==> src/sv/mtwq_pkg.sv <==
// ----------------------------------------------------------------------------
// mtwq_pkg
// Shared sizes, codes and types for the mutex table with wait queues.
// ----------------------------------------------------------------------------
package mtwq_pkg;

    localparam int NUM_MUTEXES = 32;
    localparam int NUM_TASKS   = 64;

    localparam int FUNC_W    = 2;
    localparam int MUTEX_W   = 6;
    localparam int TASK_W    = 6;
    localparam int STATUS_W  = 3;
    localparam int CREATED_W = 5;
    localparam int COUNT_W   = 6;

    localparam int MUTEX_AW = (NUM_MUTEXES > 1) ? $clog2(NUM_MUTEXES) : 1;
    localparam int TASK_AW  = $clog2(NUM_TASKS);

    localparam int QDEPTH = 2;
    localparam int QAW    = (QDEPTH > 1) ? $clog2(QDEPTH) : 1;

    typedef enum logic [FUNC_W-1:0] {
        F_CREATE = 2'd0,
        F_LOCK   = 2'd1,
        F_UNLOCK = 2'd2,
        F_RSVD   = 2'd3
    } t_func;

    typedef enum logic [STATUS_W-1:0] {
        ST_OK       = 3'd0,
        ST_NOMEM    = 3'd1,
        ST_INVALID  = 3'd2,
        ST_DEADLOCK = 3'd3,
        ST_NOTOWNER = 3'd4
    } t_status;

    typedef enum logic [1:0] {
        K_CREATE,
        K_LOCK,
        K_UNLOCK,
        K_BAD
    } t_kind;

    typedef enum logic [2:0] {
        A_NONE,
        A_CREATE,
        A_ACQUIRE,
        A_ENQUEUE,
        A_RELEASE,
        A_HANDOFF
    } t_act;

    typedef enum logic [2:0] {
        S_IDLE,
        S_DECIDE,
        S_UPD1,
        S_UPD2,
        S_UPD3,
        S_FIN
    } t_state;

    typedef struct packed {
        t_kind               kind;
        logic [MUTEX_W-1:0]  mutex_id;
        logic [TASK_W-1:0]   task_id;
        logic                task_ok;
    } t_cmd;

    function automatic logic task_in_range(input logic [TASK_W-1:0] v);
        return {1'b0, v} < (TASK_W+1)'(NUM_TASKS);
    endfunction

    function automatic logic mutex_in_range(input logic [MUTEX_W-1:0] v);
        return {1'b0, v} < (MUTEX_W+1)'(NUM_MUTEXES);
    endfunction

endpackage

==> src/sv/mtwq_front.sv <==
// ----------------------------------------------------------------------------
// mtwq_front
// Takes request transfers and sorts them into create, lock, unlock or
// invalid before they enter the command queue.
// ----------------------------------------------------------------------------
module mtwq_front
    import mtwq_pkg::*;
(
    input  logic               i_valid,
    input  logic [FUNC_W-1:0]  i_func,
    input  logic [MUTEX_W-1:0] i_mutex_id,
    input  logic [TASK_W-1:0]  i_task_id,
    input  logic               i_full,
    output logic               o_push,
    output t_cmd               o_cmd
);

    logic task_ok;
    logic mutex_ok;

    assign task_ok  = task_in_range(i_task_id);
    assign mutex_ok = mutex_in_range(i_mutex_id);
    assign o_push   = i_valid && !i_full;

    always_comb begin
        o_cmd.mutex_id = i_mutex_id;
        o_cmd.task_id  = i_task_id;
        o_cmd.task_ok  = task_ok;
        unique case (t_func'(i_func))
            F_CREATE: o_cmd.kind = K_CREATE;
            F_LOCK:   o_cmd.kind = (task_ok && mutex_ok) ? K_LOCK : K_BAD;
            F_UNLOCK: o_cmd.kind = (task_ok && mutex_ok) ? K_UNLOCK : K_BAD;
            default:  o_cmd.kind = K_BAD;
        endcase
    end

endmodule

==> src/sv/mtwq_queue.sv <==
// ----------------------------------------------------------------------------
// mtwq_queue
// Short command queue between the front and the back.
// ----------------------------------------------------------------------------
module mtwq_queue
    import mtwq_pkg::*;
(
    input  logic i_clk,
    input  logic i_rst_n,
    input  logic i_push,
    input  t_cmd i_cmd,
    input  logic i_pop,
    output logic o_full,
    output logic o_empty,
    output t_cmd o_cmd
);

    t_cmd           r_mem [QDEPTH];
    logic [QAW-1:0] r_wr_ptr;
    logic [QAW-1:0] r_rd_ptr;
    logic [QAW:0]   r_count;

    assign o_full  = (r_count == (QAW+1)'(QDEPTH));
    assign o_empty = (r_count == '0);
    assign o_cmd   = r_mem[r_rd_ptr];

    always_ff @(posedge i_clk) begin
        if (i_push) begin
            r_mem[r_wr_ptr] <= i_cmd;
        end
    end

    always_ff @(posedge i_clk) begin
        if (!i_rst_n) begin
            r_wr_ptr <= '0;
            r_rd_ptr <= '0;
            r_count  <= '0;
        end else begin
            if (i_push) begin
                r_wr_ptr <= (r_wr_ptr == QAW'(QDEPTH-1)) ? '0 : r_wr_ptr + 1'b1;
            end
            if (i_pop) begin
                r_rd_ptr <= (r_rd_ptr == QAW'(QDEPTH-1)) ? '0 : r_rd_ptr + 1'b1;
            end
            if (i_push && !i_pop) begin
                r_count <= r_count + 1'b1;
            end else if (!i_push && i_pop) begin
                r_count <= r_count - 1'b1;
            end
        end
    end

endmodule

==> src/sv/mtwq_back.sv <==
// ----------------------------------------------------------------------------
// mtwq_back
// Sequencer that carries out one command over several steps against the
// mutex tables, the wait links and the hold counts, then loads the result.
// ----------------------------------------------------------------------------
module mtwq_back
    import mtwq_pkg::*;
(
    input  logic                 i_clk,
    input  logic                 i_rst_n,
    input  logic                 i_cmd_valid,
    input  t_cmd                 i_cmd,
    output logic                 o_pop,
    output logic                 o_valid,
    input  logic                 i_stall,
    output logic [STATUS_W-1:0]  o_status,
    output logic [CREATED_W-1:0] o_created_id,
    output logic                 o_caller_blocked,
    output logic                 o_wake_valid,
    output logic [TASK_W-1:0]    o_wake_task,
    output logic [COUNT_W-1:0]   o_caller_hold_count
);

    function automatic logic [COUNT_W-1:0] sat_inc(input logic [COUNT_W-1:0] v);
        return (v == '1) ? v : v + COUNT_W'(1);
    endfunction

    function automatic logic [COUNT_W-1:0] sat_dec(input logic [COUNT_W-1:0] v);
        return (v == '0) ? v : v - COUNT_W'(1);
    endfunction

    t_state r_state, n_state;
    t_cmd   r_cmd;
    t_act   r_act, n_act;
    t_status r_status, n_status;

    logic [MUTEX_AW-1:0] r_new_idx;
    logic [TASK_W-1:0]   r_h;
    logic [TASK_W-1:0]   r_tail;
    logic                r_qne;
    logic [COUNT_W-1:0]  r_cnt;

    logic [NUM_MUTEXES-1:0] r_alloc;
    logic [NUM_MUTEXES-1:0] r_locked;
    logic [NUM_MUTEXES-1:0] r_qne_tab;
    logic [TASK_W-1:0]      r_holder   [NUM_MUTEXES];
    logic [TASK_W-1:0]      r_head_tab [NUM_MUTEXES];
    logic [TASK_W-1:0]      r_tail_tab [NUM_MUTEXES];

    logic [COUNT_W-1:0]   r_hc_mem [NUM_TASKS];
    logic [NUM_TASKS-1:0] r_hc_vld;
    logic [COUNT_W-1:0]   r_hc_rd;
    logic                 r_hc_rd_vld;
    logic [TASK_W-1:0]    r_nw_mem [NUM_TASKS];
    logic [TASK_W-1:0]    r_nw_rd;

    logic                 r_out_valid;
    logic [STATUS_W-1:0]  r_out_status;
    logic [CREATED_W-1:0] r_out_created;
    logic                 r_out_blocked;
    logic                 r_out_wake_valid;
    logic [TASK_W-1:0]    r_out_wake_task;
    logic [COUNT_W-1:0]   r_out_count;

    logic [MUTEX_AW-1:0] m_idx;
    logic [TASK_W-1:0]   t_id;
    logic [TASK_AW-1:0]  t_idx;
    logic [TASK_AW-1:0]  h_idx;
    logic                h_ok;
    logic                tail_ok;
    logic                h_last;
    logic                free_found;
    logic [MUTEX_AW-1:0] free_idx;
    logic [COUNT_W-1:0]  hc_q;
    logic [COUNT_W-1:0]  inc_q;
    logic [COUNT_W-1:0]  dec_q;

    logic                hc_re;
    logic [TASK_AW-1:0]  hc_raddr;
    logic                hc_we;
    logic [TASK_AW-1:0]  hc_waddr;
    logic [COUNT_W-1:0]  hc_wdata;
    logic                nw_re;
    logic                nw_we;
    logic [TASK_AW-1:0]  nw_waddr;
    logic                out_load;

    assign m_idx   = r_cmd.mutex_id[MUTEX_AW-1:0];
    assign t_id    = r_cmd.task_id;
    assign t_idx   = r_cmd.task_id[TASK_AW-1:0];
    assign h_idx   = r_h[TASK_AW-1:0];
    assign h_ok    = task_in_range(r_h);
    assign tail_ok = task_in_range(r_tail);
    assign h_last  = (r_h == r_tail) || !h_ok;
    assign hc_q    = r_hc_rd_vld ? r_hc_rd : '0;
    assign inc_q   = sat_inc(hc_q);
    assign dec_q   = sat_dec(hc_q);

    always_comb begin
        free_found = 1'b0;
        free_idx   = '0;
        for (int i = NUM_MUTEXES - 1; i >= 0; i--) begin
            if (!r_alloc[i]) begin
                free_found = 1'b1;
                free_idx   = MUTEX_AW'(i);
            end
        end
    end

    always_comb begin
        n_act    = A_NONE;
        n_status = ST_OK;
        unique case (r_cmd.kind)
            K_CREATE: begin
                if (free_found) begin
                    n_act = A_CREATE;
                end else begin
                    n_status = ST_NOMEM;
                end
            end
            K_LOCK: begin
                priority if (!r_alloc[m_idx]) begin
                    n_status = ST_INVALID;
                end else if (r_locked[m_idx] && r_holder[m_idx] == t_id) begin
                    n_status = ST_DEADLOCK;
                end else if (!r_locked[m_idx]) begin
                    n_act = A_ACQUIRE;
                end else begin
                    n_act = A_ENQUEUE;
                end
            end
            K_UNLOCK: begin
                priority if (!r_alloc[m_idx] || !r_locked[m_idx]) begin
                    n_status = ST_INVALID;
                end else if (r_holder[m_idx] != t_id) begin
                    n_status = ST_NOTOWNER;
                end else if (r_qne_tab[m_idx]) begin
                    n_act = A_HANDOFF;
                end else begin
                    n_act = A_RELEASE;
                end
            end
            default: begin
                n_status = ST_INVALID;
            end
        endcase
    end

    always_comb begin
        n_state = r_state;
        unique case (r_state)
            S_IDLE:   if (i_cmd_valid) n_state = S_DECIDE;
            S_DECIDE: n_state = S_UPD1;
            S_UPD1:   n_state = S_UPD2;
            S_UPD2:   n_state = S_UPD3;
            S_UPD3:   n_state = S_FIN;
            S_FIN:    if (!r_out_valid || !i_stall) n_state = S_IDLE;
            default:  n_state = S_IDLE;
        endcase
    end

    always_comb begin
        o_pop    = 1'b0;
        hc_re    = 1'b0;
        hc_raddr = t_idx;
        hc_we    = 1'b0;
        hc_waddr = t_idx;
        hc_wdata = inc_q;
        nw_re    = 1'b0;
        nw_we    = 1'b0;
        nw_waddr = t_idx;
        out_load = 1'b0;
        unique case (r_state)
            S_IDLE: begin
                o_pop = i_cmd_valid;
            end
            S_DECIDE: begin
                hc_re = 1'b1;
                nw_re = 1'b1;
            end
            S_UPD1: begin
                unique case (r_act)
                    A_ACQUIRE: begin
                        hc_we = 1'b1;
                    end
                    A_RELEASE, A_HANDOFF: begin
                        hc_we    = 1'b1;
                        hc_wdata = dec_q;
                    end
                    A_ENQUEUE: begin
                        nw_we = 1'b1;
                    end
                    default: ;
                endcase
            end
            S_UPD2: begin
                if (r_act == A_ENQUEUE && r_qne && tail_ok) begin
                    nw_we    = 1'b1;
                    nw_waddr = r_tail[TASK_AW-1:0];
                end
                if (r_act == A_HANDOFF) begin
                    hc_re    = 1'b1;
                    hc_raddr = h_idx;
                end
            end
            S_UPD3: begin
                if (r_act == A_HANDOFF && h_ok) begin
                    hc_we    = 1'b1;
                    hc_waddr = h_idx;
                end
            end
            S_FIN: begin
                out_load = !r_out_valid || !i_stall;
            end
            default: ;
        endcase
    end

    always_ff @(posedge i_clk) begin
        if (!i_rst_n) begin
            r_state <= S_IDLE;
            r_act   <= A_NONE;
        end else begin
            r_state <= n_state;
            if (r_state == S_DECIDE) begin
                r_act <= n_act;
            end
        end
    end

    always_ff @(posedge i_clk) begin
        if (o_pop) begin
            r_cmd <= i_cmd;
        end
        if (r_state == S_DECIDE) begin
            r_status  <= n_status;
            r_new_idx <= free_idx;
            r_h       <= r_head_tab[m_idx];
            r_tail    <= r_tail_tab[m_idx];
            r_qne     <= r_qne_tab[m_idx];
        end
        if (r_state == S_UPD1) begin
            unique case (r_act)
                A_ACQUIRE:            r_cnt <= inc_q;
                A_RELEASE, A_HANDOFF: r_cnt <= dec_q;
                default:              r_cnt <= hc_q;
            endcase
        end
        if (r_state == S_UPD3 && r_act == A_HANDOFF && h_ok && r_h == t_id) begin
            r_cnt <= inc_q;
        end
    end

    always_ff @(posedge i_clk) begin
        if (!i_rst_n) begin
            r_alloc   <= '0;
            r_locked  <= '0;
            r_qne_tab <= '0;
            for (int i = 0; i < NUM_MUTEXES; i++) begin
                r_holder[i] <= '0;
            end
        end else if (r_state == S_UPD1) begin
            unique case (r_act)
                A_CREATE: begin
                    r_alloc[r_new_idx] <= 1'b1;
                end
                A_ACQUIRE: begin
                    r_locked[m_idx] <= 1'b1;
                    r_holder[m_idx] <= t_id;
                end
                A_ENQUEUE: begin
                    r_qne_tab[m_idx] <= 1'b1;
                end
                A_RELEASE: begin
                    r_locked[m_idx] <= 1'b0;
                    r_holder[m_idx] <= '0;
                end
                A_HANDOFF: begin
                    r_holder[m_idx] <= r_h;
                    if (h_last) begin
                        r_qne_tab[m_idx] <= 1'b0;
                    end
                end
                default: ;
            endcase
        end
    end

    always_ff @(posedge i_clk) begin
        if (r_state == S_UPD1) begin
            if (r_act == A_ENQUEUE) begin
                r_tail_tab[m_idx] <= t_id;
                if (!r_qne) begin
                    r_head_tab[m_idx] <= t_id;
                end
            end
            if (r_act == A_HANDOFF && !h_last) begin
                r_head_tab[m_idx] <= r_nw_rd;
            end
        end
    end

    always_ff @(posedge i_clk) begin
        if (hc_we) begin
            r_hc_mem[hc_waddr] <= hc_wdata;
        end
        if (hc_re) begin
            r_hc_rd <= r_hc_mem[hc_raddr];
        end
    end

    always_ff @(posedge i_clk) begin
        if (!i_rst_n) begin
            r_hc_vld    <= '0;
            r_hc_rd_vld <= 1'b0;
        end else begin
            if (hc_we) begin
                r_hc_vld[hc_waddr] <= 1'b1;
            end
            if (hc_re) begin
                r_hc_rd_vld <= r_hc_vld[hc_raddr];
            end
        end
    end

    always_ff @(posedge i_clk) begin
        if (nw_we) begin
            r_nw_mem[nw_waddr] <= t_id;
        end
        if (nw_re) begin
            r_nw_rd <= r_nw_mem[r_head_tab[m_idx][TASK_AW-1:0]];
        end
    end

    always_ff @(posedge i_clk) begin
        if (!i_rst_n) begin
            r_out_valid <= 1'b0;
        end else if (out_load) begin
            r_out_valid <= 1'b1;
        end else if (!i_stall) begin
            r_out_valid <= 1'b0;
        end
    end

    always_ff @(posedge i_clk) begin
        if (out_load) begin
            r_out_status     <= r_status;
            r_out_created    <= (r_act == A_CREATE) ? CREATED_W'(r_new_idx) : '0;
            r_out_blocked    <= (r_act == A_ENQUEUE);
            r_out_wake_valid <= (r_act == A_HANDOFF);
            r_out_wake_task  <= (r_act == A_HANDOFF) ? r_h : '0;
            r_out_count      <= r_cmd.task_ok ? r_cnt : '0;
        end
    end

    assign o_valid             = r_out_valid;
    assign o_status            = r_out_status;
    assign o_created_id        = r_out_created;
    assign o_caller_blocked    = r_out_blocked;
    assign o_wake_valid        = r_out_wake_valid;
    assign o_wake_task         = r_out_wake_task;
    assign o_caller_hold_count = r_out_count;

endmodule

==> src/sv/mutex_table_with_wait_queues.sv <==
// ----------------------------------------------------------------------------
// mutex_table_with_wait_queues
// Mutex manager over a fixed table with a FIFO wait queue per mutex.
// The back end sequencer steps each request through its DECIDE, UPD1, UPD2,
// UPD3 and FIN states and pops the next request only after FIN. Two requests
// can wait in the command queue. Reset clears the alloc, lock, wait flag and
// holder tables and the hold count valid bits; head, tail and links are kept.
// ----------------------------------------------------------------------------
module mutex_table_with_wait_queues
    import mtwq_pkg::*;
(
    input  logic                 i_clk,
    input  logic                 i_rst_n,
    input  logic                 i_valid,
    output logic                 o_stall,
    input  logic [FUNC_W-1:0]    i_func,
    input  logic [MUTEX_W-1:0]   i_mutex_id,
    input  logic [TASK_W-1:0]    i_task_id,
    output logic                 o_valid,
    input  logic                 i_stall,
    output logic [STATUS_W-1:0]  o_status,
    output logic [CREATED_W-1:0] o_created_id,
    output logic                 o_caller_blocked,
    output logic                 o_wake_valid,
    output logic [TASK_W-1:0]    o_wake_task,
    output logic [COUNT_W-1:0]   o_caller_hold_count
);

    t_cmd front_cmd;
    t_cmd queue_cmd;
    logic push;
    logic pop;
    logic queue_full;
    logic queue_empty;

    assign o_stall = queue_full;

    mtwq_front u_front (
        .i_valid    (i_valid),
        .i_func     (i_func),
        .i_mutex_id (i_mutex_id),
        .i_task_id  (i_task_id),
        .i_full     (queue_full),
        .o_push     (push),
        .o_cmd      (front_cmd)
    );

    mtwq_queue u_queue (
        .i_clk   (i_clk),
        .i_rst_n (i_rst_n),
        .i_push  (push),
        .i_cmd   (front_cmd),
        .i_pop   (pop),
        .o_full  (queue_full),
        .o_empty (queue_empty),
        .o_cmd   (queue_cmd)
    );

    mtwq_back u_back (
        .i_clk               (i_clk),
        .i_rst_n             (i_rst_n),
        .i_cmd_valid         (!queue_empty),
        .i_cmd               (queue_cmd),
        .o_pop               (pop),
        .o_valid             (o_valid),
        .i_stall             (i_stall),
        .o_status            (o_status),
        .o_created_id        (o_created_id),
        .o_caller_blocked    (o_caller_blocked),
        .o_wake_valid        (o_wake_valid),
        .o_wake_task         (o_wake_task),
        .o_caller_hold_count (o_caller_hold_count)
    );

    a_reset_idle: assert property (@(posedge i_clk)
        !i_rst_n |=> !o_valid && !o_stall)
        else $error("outputs not idle after reset");

    a_wake_ok: assert property (@(posedge i_clk) disable iff (!i_rst_n)
        o_valid && o_wake_valid |-> o_status == ST_OK && !o_caller_blocked)
        else $error("wake-up reported on a failed or blocking request");

    a_blocked_ok: assert property (@(posedge i_clk) disable iff (!i_rst_n)
        o_valid && o_caller_blocked |-> o_status == ST_OK && o_created_id == '0)
        else $error("blocked caller reported on a failed request");

    a_created_ok: assert property (@(posedge i_clk) disable iff (!i_rst_n)
        o_valid && o_created_id != '0 |-> o_status == ST_OK && !o_wake_valid)
        else $error("created index reported on a failed request");

endmodule
==> config.mk <==
export PLATFORM = sky130hd
export DESIGN_NAME = mutex_table_with_wait_queues
export DESIGN_NICKNAME = d
export VERILOG_FILES = /design/src/sv/mtwq_pkg.sv /design/src/sv/mtwq_front.sv /design/src/sv/mtwq_queue.sv /design/src/sv/mtwq_back.sv /design/src/sv/mutex_table_with_wait_queues.sv
export SDC_FILE = /design/constraint.sdc
export NUM_CORES = 2
export LEC_CHECK = 0
export BUFFER_PORTS_ARGS = -buffer_cell sky130_fd_sc_hd__buf_2
export CAP_MARGIN = 10
export CORE_ASPECT_RATIO = 0.7
export CORE_MARGIN = 3
export CORE_UTILIZATION = 45
export DETAILED_ROUTE_END_ITERATION = 8
export PLACE_DENSITY = 0.74
export SYNTH_ARGS = -nofsm -noshare
export SYNTH_HDL_FRONTEND = slang
export SYNTH_SLANG_ARGS = --single-unit
==> constraint.sdc <==
create_clock -name i_clk -period 4.8 [get_ports i_clk]
set_input_delay 0.24 -clock i_clk [delete_from_list [all_inputs] [get_ports i_clk]]
set_output_delay 0.24 -clock i_clk [all_outputs]
set_load 0.02 [all_outputs]
Yosys cells after proc, flatten, opt, wreduce, memory -nomap -nowiden --
Memories as Yosys holds them, arrays and structs flattened. A register that Yosys moved wholly into a read port is not among the register bits. Cells that the tools add are included.
Operators by class: add/sub/neg operators 6, multipliers 0, divide/modulo/power cells 0, magnitude comparators 8, equality and inequality tests 24, shift-type cells 0, multiplexer cells 162, bitwise logic cells 10, reductions and logical operators 42
Operator list (number):
- 32-bit case mux with 2 select lines | 2
- 6-bit 2-to-1 mux | 16
- 32-bit bitwise OR | 3
- 5-bit 2-to-1 mux | 17
- 1-bit 2-to-1 mux | 84
- 32-bit bitwise AND | 2
- 64-bit bitwise OR | 1
- 3-bit 2-to-1 mux | 13
- 32-bit 2-to-1 mux | 1
- 4-bit 2-to-1 mux | 8
- 32-bit NOT | 1
- 6-bit equality test | 3
- 3-bit case mux with 3 select lines | 2
- 3-bit case mux with 6 select lines | 1
- 16-bit AND reduction | 1
- 1-bit binary-select mux with 5-bit select | 3
- 6-bit by 7-bit less-than comparator with 1-bit output, second input constant | 2
- 3-bit by 2-bit equality test with 1-bit output, second input constant | 4
- 3-bit equality test, second input constant | 4
- 5-bit by 6-bit less-than comparator with 1-bit output, second input constant | 2
- 2-bit 2-to-1 mux | 6
- 6-bit case mux with 2 select lines | 1
- 1-bit logical AND | 11
- 1-bit demux with 5-bit select | 2
- other kinds (33) | 62
Word-level totals: register bits after elaboration 216, latch bits 0, bits in writable memories 1372, ROM bits 0, bits of input ports 18, output and inout port bits 24, logic and storage cells 285, memories kept 6
Memories:
- u_back.r_hc_mem | words 64, bits a word 6, rd ports 1, clocked after Yosys merged registers in 1, write ports 1, RTL line mtwq_back.sv:50 | logic [COUNT_W-1:0] r_hc_mem [NUM_TASKS];
- u_back.r_nw_mem | words 64, bits a word 6, rd ports 1, clocked after Yosys merged registers in 1, write ports 1, RTL line mtwq_back.sv:54 | logic [TASK_W-1:0] r_nw_mem [NUM_TASKS];
- u_back.r_head_tab | words 32, bits a word 6, rd ports 1, clocked after Yosys merged registers in 0, write ports 1, RTL line mtwq_back.sv:47 | logic [TASK_W-1:0] r_head_tab [NUM_MUTEXES];
- u_back.r_holder | words 32, bits a word 6, rd ports 1, clocked after Yosys merged registers in 0, write ports 32, RTL line mtwq_back.sv:46 | logic [TASK_W-1:0] r_holder [NUM_MUTEXES];
- u_back.r_tail_tab | words 32, bits a word 6, rd ports 1, clocked after Yosys merged registers in 1, write ports 1, RTL line mtwq_back.sv:48 | logic [TASK_W-1:0] r_tail_tab [NUM_MUTEXES];
- u_queue.r_mem | words 2, bits a word 14, rd ports 1, clocked after Yosys merged registers in 1, write ports 1, RTL line mtwq_queue.sv:18 | t_cmd r_mem [QDEPTH];

Depth between registers and ports, before layout --
depth in word-level cells 34, gate-level depth with buffers 16, gate-level depth less buffers 10

Cells and area by module --
From an unflattened synthesis, not the netlist that was laid out.
Unflattened totals: cells, all modules 4965, area total of the unflattened synthesis 67054.3 um^2
By module, submodules not included:
- mtwq_back | instances 1, cells an instance 4878, area each 65626.7 um^2, sequential area each 46074.2 um^2
- mtwq_queue | instances 1, cells an instance 69, area each 1301.2 um^2, sequential area each 1001.0 um^2
- mtwq_front | instances 1, cells an instance 17, area each 122.6 um^2, sequential area each 0.0 um^2
- mutex_table_with_wait_queues | instances 1, cells an instance 1, area each 3.8 um^2, sequential area each 0.0 um^2

Worst setup path after synthesis --
Ideal clock, no wire load.
path kind register to register, from reg u_back.r_hc_rd_vld, to mem u_back.r_hc_mem[0][0] (data pin), setup time 702 ps, arrival time 4664 ps, required time 4098 ps, slack -566 ps, stages on the path, launching flop included 9, path buffers 1, period minus slack after synthesis 5366 ps, cells stage by stage dfxtp_1 > clkbuf_1 > nand2_1 > inv_1 > ha_1 > nand2_1 > nor4_1 > mux2i_1 > o21ai_0
On the way: longest elaborated chain between the ends 5, elaborated cells between the ends (all ways) 9, those cells by class add/sub (2); eq/ne (1); mux (5); reduce/logical (1)
RTL lines:
- from (decl) | RTL line mtwq_back.sv:53 | logic r_hc_rd_vld;
- from (signal assigned) | RTL line mtwq_back.sv:321 | r_hc_rd_vld <= r_hc_vld[hc_raddr];
- 6-bit 2-to-1 mux * | RTL line mtwq_back.sv:95 | assign hc_q = r_hc_rd_vld ? r_hc_rd : '0;
- 6-bit by 1-bit adder with 6-bit output, or another cell as far along | RTL line mtwq_back.sv:25 | return (v == '1) ? v : v + COUNT_W'(1);
- 6-bit 2-to-1 mux (on tied branches) | RTL line mtwq_back.sv:25, mtwq_back.sv:29
- 6-bit 2-to-1 mux | RTL line mtwq_back.sv:182 | unique case (r_act)
- 6-bit 2-to-1 mux * | RTL line mtwq_back.sv:173 | unique case (r_state)
- named net u_back.hc_wdata[0] | RTL line mtwq_back.sv:82 | logic [COUNT_W-1:0] hc_wdata;
- to (decl) | RTL line mtwq_back.sv:50
The timed path passes the listed nets; every way through them passes the cells marked *.

Worst setup path after layout --
from reg u_back.m_idx[4] (netlist name), to reg u_back.r_nw_rd[2] (read register of u_back.r_nw_mem) (data pin)
On the way: longest elaborated chain between the ends 1
RTL lines:
- memory read 32 x 6 bit
- to (decl) | RTL line mtwq_back.sv:55 | logic [TASK_W-1:0] r_nw_rd;
Every way passes these cells. A chain may end at the register's enable or synchronous reset.

==> metrics <==
I/O pins 42; Critical Path Start Type register; sequential share of the synthesized area 0.703; post-synthesis cell count 4468; fill cell count 11791; Starting Density 0.456; crit path cell chain nand3b_1 > o22ai_1 > nor4_1 > mux2_4 > inv_2 > a211oi_1 > o21ai_0 > nand4_1 > nor4_1 > and4_1; Distinct cells, synth 84; syn nets 4490; placed standard-cell area 69200 um2; RSZ-0062 raised after global routing false; CTS Hold Buffers Added 17; Final Non-Filler Cells 6603; Die Height 328 um; prevailing post-synth register cell edfxtp_1; global-route wire length before repair 254000 um; relative max-transition margin 0.209; Fin Hold WS 0.0924 ns; mean post-synth cell area 14.9 um2; Placer Congestion 0.957; Max H-tree Level 4; crit path time final 4.51 ns; FFs w/ async S/R, synth 0; nets@finish 4542; DRC 0; Power Total 41.2 mW; TritonCTS clock tree done; Worst Setup End Kind register; clock slew seen by the registers of the worst setup and hold paths 0.07 ns; drt pass-1 iters 9; Static Leak 24.3 nW; reg-to-reg startpoint u_back.m_idx[4]$_DFFE_PP_; actual slew at the worst max-slew pin 1.18 ns; vias in the first global route 38341; maximum VDD drop 0.460 mV; WP data arrival 5.14 ns; CP Data Required Time 5.43 ns; routed len/inst 26.0 um; Post-Syn Area 66600 um2; Starting DRT DRC Count 6411; fin area 74300 um2; hold_sp i_rst_n; post-placement cell count 6320; post-cts repair resize count 0; Hold Path Class primary input to register; Slowest-stage cell, CP edfxtp_1; max incr delay on CP 0.98 ns; Core Util, Final 0.508; largest net degree at the start of global routing 107; Routed Antenna Nets 0; Yosys warnings 0; hpwl dp 112000 um; cell mode on critical path nor4_1; status complete, no violations; std cell rows 117; fin crit share 0.940; WHS Endpoint u_back.r_alloc[28]$_SDFFE_PN0P_; max-slew violations 0; CP startpoint u_back.m_idx[4]$_DFFE_PP_; initial antenna violation count 4; Worst Path Class, Setup register to register; # setup viols final 0; reg-to-reg endpoint u_back.r_nw_rd[2]$_DFFE_PP_; Post-synth EDFFs 1444; # Max-Cap Violations 0; R2R Setup Slk 0.29 ns; CTS root buf clkbuf_16; Overflow after GRT 0; overall die width 466 um; GRT Resource Usage Total 0.221; WL final 172000 um; clk_lat worst skew 0.79 ns; vias per cell 6.14; number of synthesized register bits 1616; CTS Buffer Depth 3; DP Worst Slack 0.458 ns; CTS sink cnt 1616; via count of the routed design 40536; die area 153000 um2; Layout Area Growth over Synthesis 11.5%; Setup Total Neg Slack 0 ns; R2R cell count 10; core area 146000 um2; share of cells above drive strength 1 0.149; Buf+Inv Stages, Crit Path 1; final hold vios 0; PD cells 555 nW/um2; Port Buffers 41; TritonCTS Buffers 144; CP max FO 35; # Post-CTS Setup Buffers 0; clk_skew 0.0525 ns; f_max 0.222 GHz; cell depth of the worst hold path 3; Top delay family on crit path simple AND/OR/NAND/NOR gates; min setup slack post-route 0.287 ns
registers in the layout (all words and copies together) (netlist names), 3 cells and up, named ones only:
| register | cells |
|---|---|
| u_back.r_alloc | 32 |
| u_back.r_holder | 192 |
| u_back.r_nw_rd | 6 |
| u_back.r_tail | 6 |
| u_back.r_new_idx | 5 |
| u_back.r_hc_mem | 384 |
| u_back.r_nw_mem | 384 |
| u_back.r_hc_rd | 6 |
| u_queue.r_mem | 26 |
| u_back.t_id | 6 |
| u_back.r_tail_tab | 192 |
| u_back.o_caller_hold_count | 6 |
| u_back.h_idx | 6 |
| u_back.o_wake_task | 6 |
| u_back.r_state | 3 |
| u_back.r_act | 3 |
| u_back.r_cnt | 6 |
| u_back.r_hc_vld | 64 |
| u_back.m_idx | 5 |
| u_back.r_head_tab | 192 |
| u_back.r_status | 3 |
| u_back.o_status | 3 |
| u_back.o_created_id | 5 |
routing by layer:
metal	vias up	GRT usage	share of wire
met5	-	0	0.00031
met4	4	0.0488	0.017
met2	2659	0.292	0.40
met3	265	0.0821	0.15
met1	20386	0.345	0.43
li1	17222	-	-
final cells by class:
| class | instances | area, um2 | area share |
|---|---|---|---|
| clock buffer | 181 | 3830 | 0.0515 |
| sequential | 1616 | 46800 | 0.630 |
| tap | 1963 | 2460 | 0.0331 |
| timing repair buffer | 184 | 1470 | 0.0198 |
| inverter | 63 | 251 | 0.00339 |
| antenna | 1 | 2.50 | 0.0000337 |
| multi-input combinational | 2511 | 18400 | 0.248 |
| clock inverter | 84 | 1070 | 0.0145 |
placed cells by master, fill, tap and decap left out, types with 9 or more instances in the layout:
master | Yosys | routed
o211ai_1 | 16 | 16
a311oi_1 | 42 | 42
dfxtp_1 | 172 | 172
or3_1 | 12 | 12
buf_12 | 1 | 12
a22oi_1 | 58 | 58
clkbuf_1 | 146 | 32
nor2_1 | 733 | 730
o21ai_0 | 80 | 79
nand2_1 | 354 | 354
a211oi_1 | 123 | 123
a21oi_1 | 115 | 108
xor2_1 | 15 | 15
buf_2 | 71 | 41
nor3_1 | 20 | 18
clkinv_2 | 0 | 19
and3_1 | 31 | 31
a31oi_1 | 28 | 28
mux4_2 | 227 | 227
dlygate4sd3_1 | 0 | 17
nand2b_1 | 13 | 13
bufinv_16 | 0 | 19
nor4_1 | 23 | 23
xnor2_1 | 14 | 14
mux2i_1 | 218 | 213
nor2b_1 | 9 | 9
nand3_1 | 55 | 55
clkinv_1 | 0 | 24
buf_4 | 22 | 114
inv_1 | 59 | 58
and2_1 | 35 | 35
o22ai_1 | 74 | 74
nand4_1 | 49 | 49
mux2_2 | 33 | 33
nand3b_1 | 17 | 17
edfxtp_1 | 1444 | 1444
clkbuf_16 | 0 | 147
logic make-up after synthesis:
logic type,Yosys count,share of synthesized area
AO/OA/AOI/OAI,578,0.0574
XOR/XNOR,29,0.00381
adder cells (fa/ha/maj),4,0.000751
buffers and inverters,341,0.0245
flip-flops,1616,0.703
multiplexers,482,0.116
AND/OR/NAND/NOR,1418,0.0946
worst min-delay path, delay by kind of cell:
family	cells	cell delay, ns
buffers and inverters	2	0.37
and+or+nand+nor	1	0.20
where the power goes:
part           switching, mW  internal (mW)
Sequential             0.479           16.5
Clock                   5.30           6.77
Combinational           8.06           4.07
how the worst max path moves through the flow:
| stage | end | cells after the start | slack (ns) |
|---|---|---|---|
| finish | u_back.r_nw_rd[2]$_DFFE_PP_ | 10 | 0.29 |
| global route | u_back.r_nw_rd[2]$_DFFE_PP_ | 10 | 0.17 |
| CTS | u_back.r_nw_rd[3]$_DFFE_PP_ | 10 | 0.45 |
| detailed placement | u_back.r_nw_rd[3]$_DFFE_PP_ | 10 | 0.46 |
| global placement | u_back.r_nw_rd[3]$_DFFE_PP_ | 12 | 0.60 |
| floorplan | u_back.r_hc_mem[0][3]$_DFFE_PP_ | 6 | -0.13 |
synthesized netlist by cell type, drive strengths merged (5+ instances only):
| cell type | n | area, um2 |
|---|---|---|
| edfxtp | 1444 | 43400 |
| nor2 | 734 | 2770 |
| nand2 | 355 | 1340 |
| mux4 | 230 | 5190 |
| mux2i | 218 | 2180 |
| dfxtp | 172 | 3440 |
| clkbuf | 147 | 553 |
| buf | 131 | 833 |
| a211oi | 123 | 923 |
| a21oi | 116 | 592 |
| o21ai | 81 | 405 |
| o22ai | 74 | 463 |
| inv | 63 | 244 |
| a22oi | 58 | 435 |
| nand3 | 55 | 275 |
| nand4 | 49 | 307 |
| a311oi | 42 | 368 |
| and2 | 39 | 244 |
| mux2 | 34 | 387 |
| and3 | 31 | 194 |
| a31oi | 28 | 175 |
| nor4 | 25 | 178 |
| nor3 | 21 | 116 |
| nand3b | 18 | 148 |
| o211ai | 16 | 120 |
| xor2 | 15 | 131 |
| xnor2 | 14 | 123 |
| nand2b | 13 | 81.3 |
| or3 | 12 | 75.1 |
| nor2b | 9 | 56.3 |
| nor3b | 9 | 72.6 |
| o21a | 7 | 52.6 |
| or4 | 7 | 52.6 |
| and4 | 6 | 52.6 |
| or3b | 6 | 52.6 |
| or4bb | 6 | 67.6 |
| nand4b | 5 | 43.8 |
Note: power is estimated with default switching activity, not from simulation.
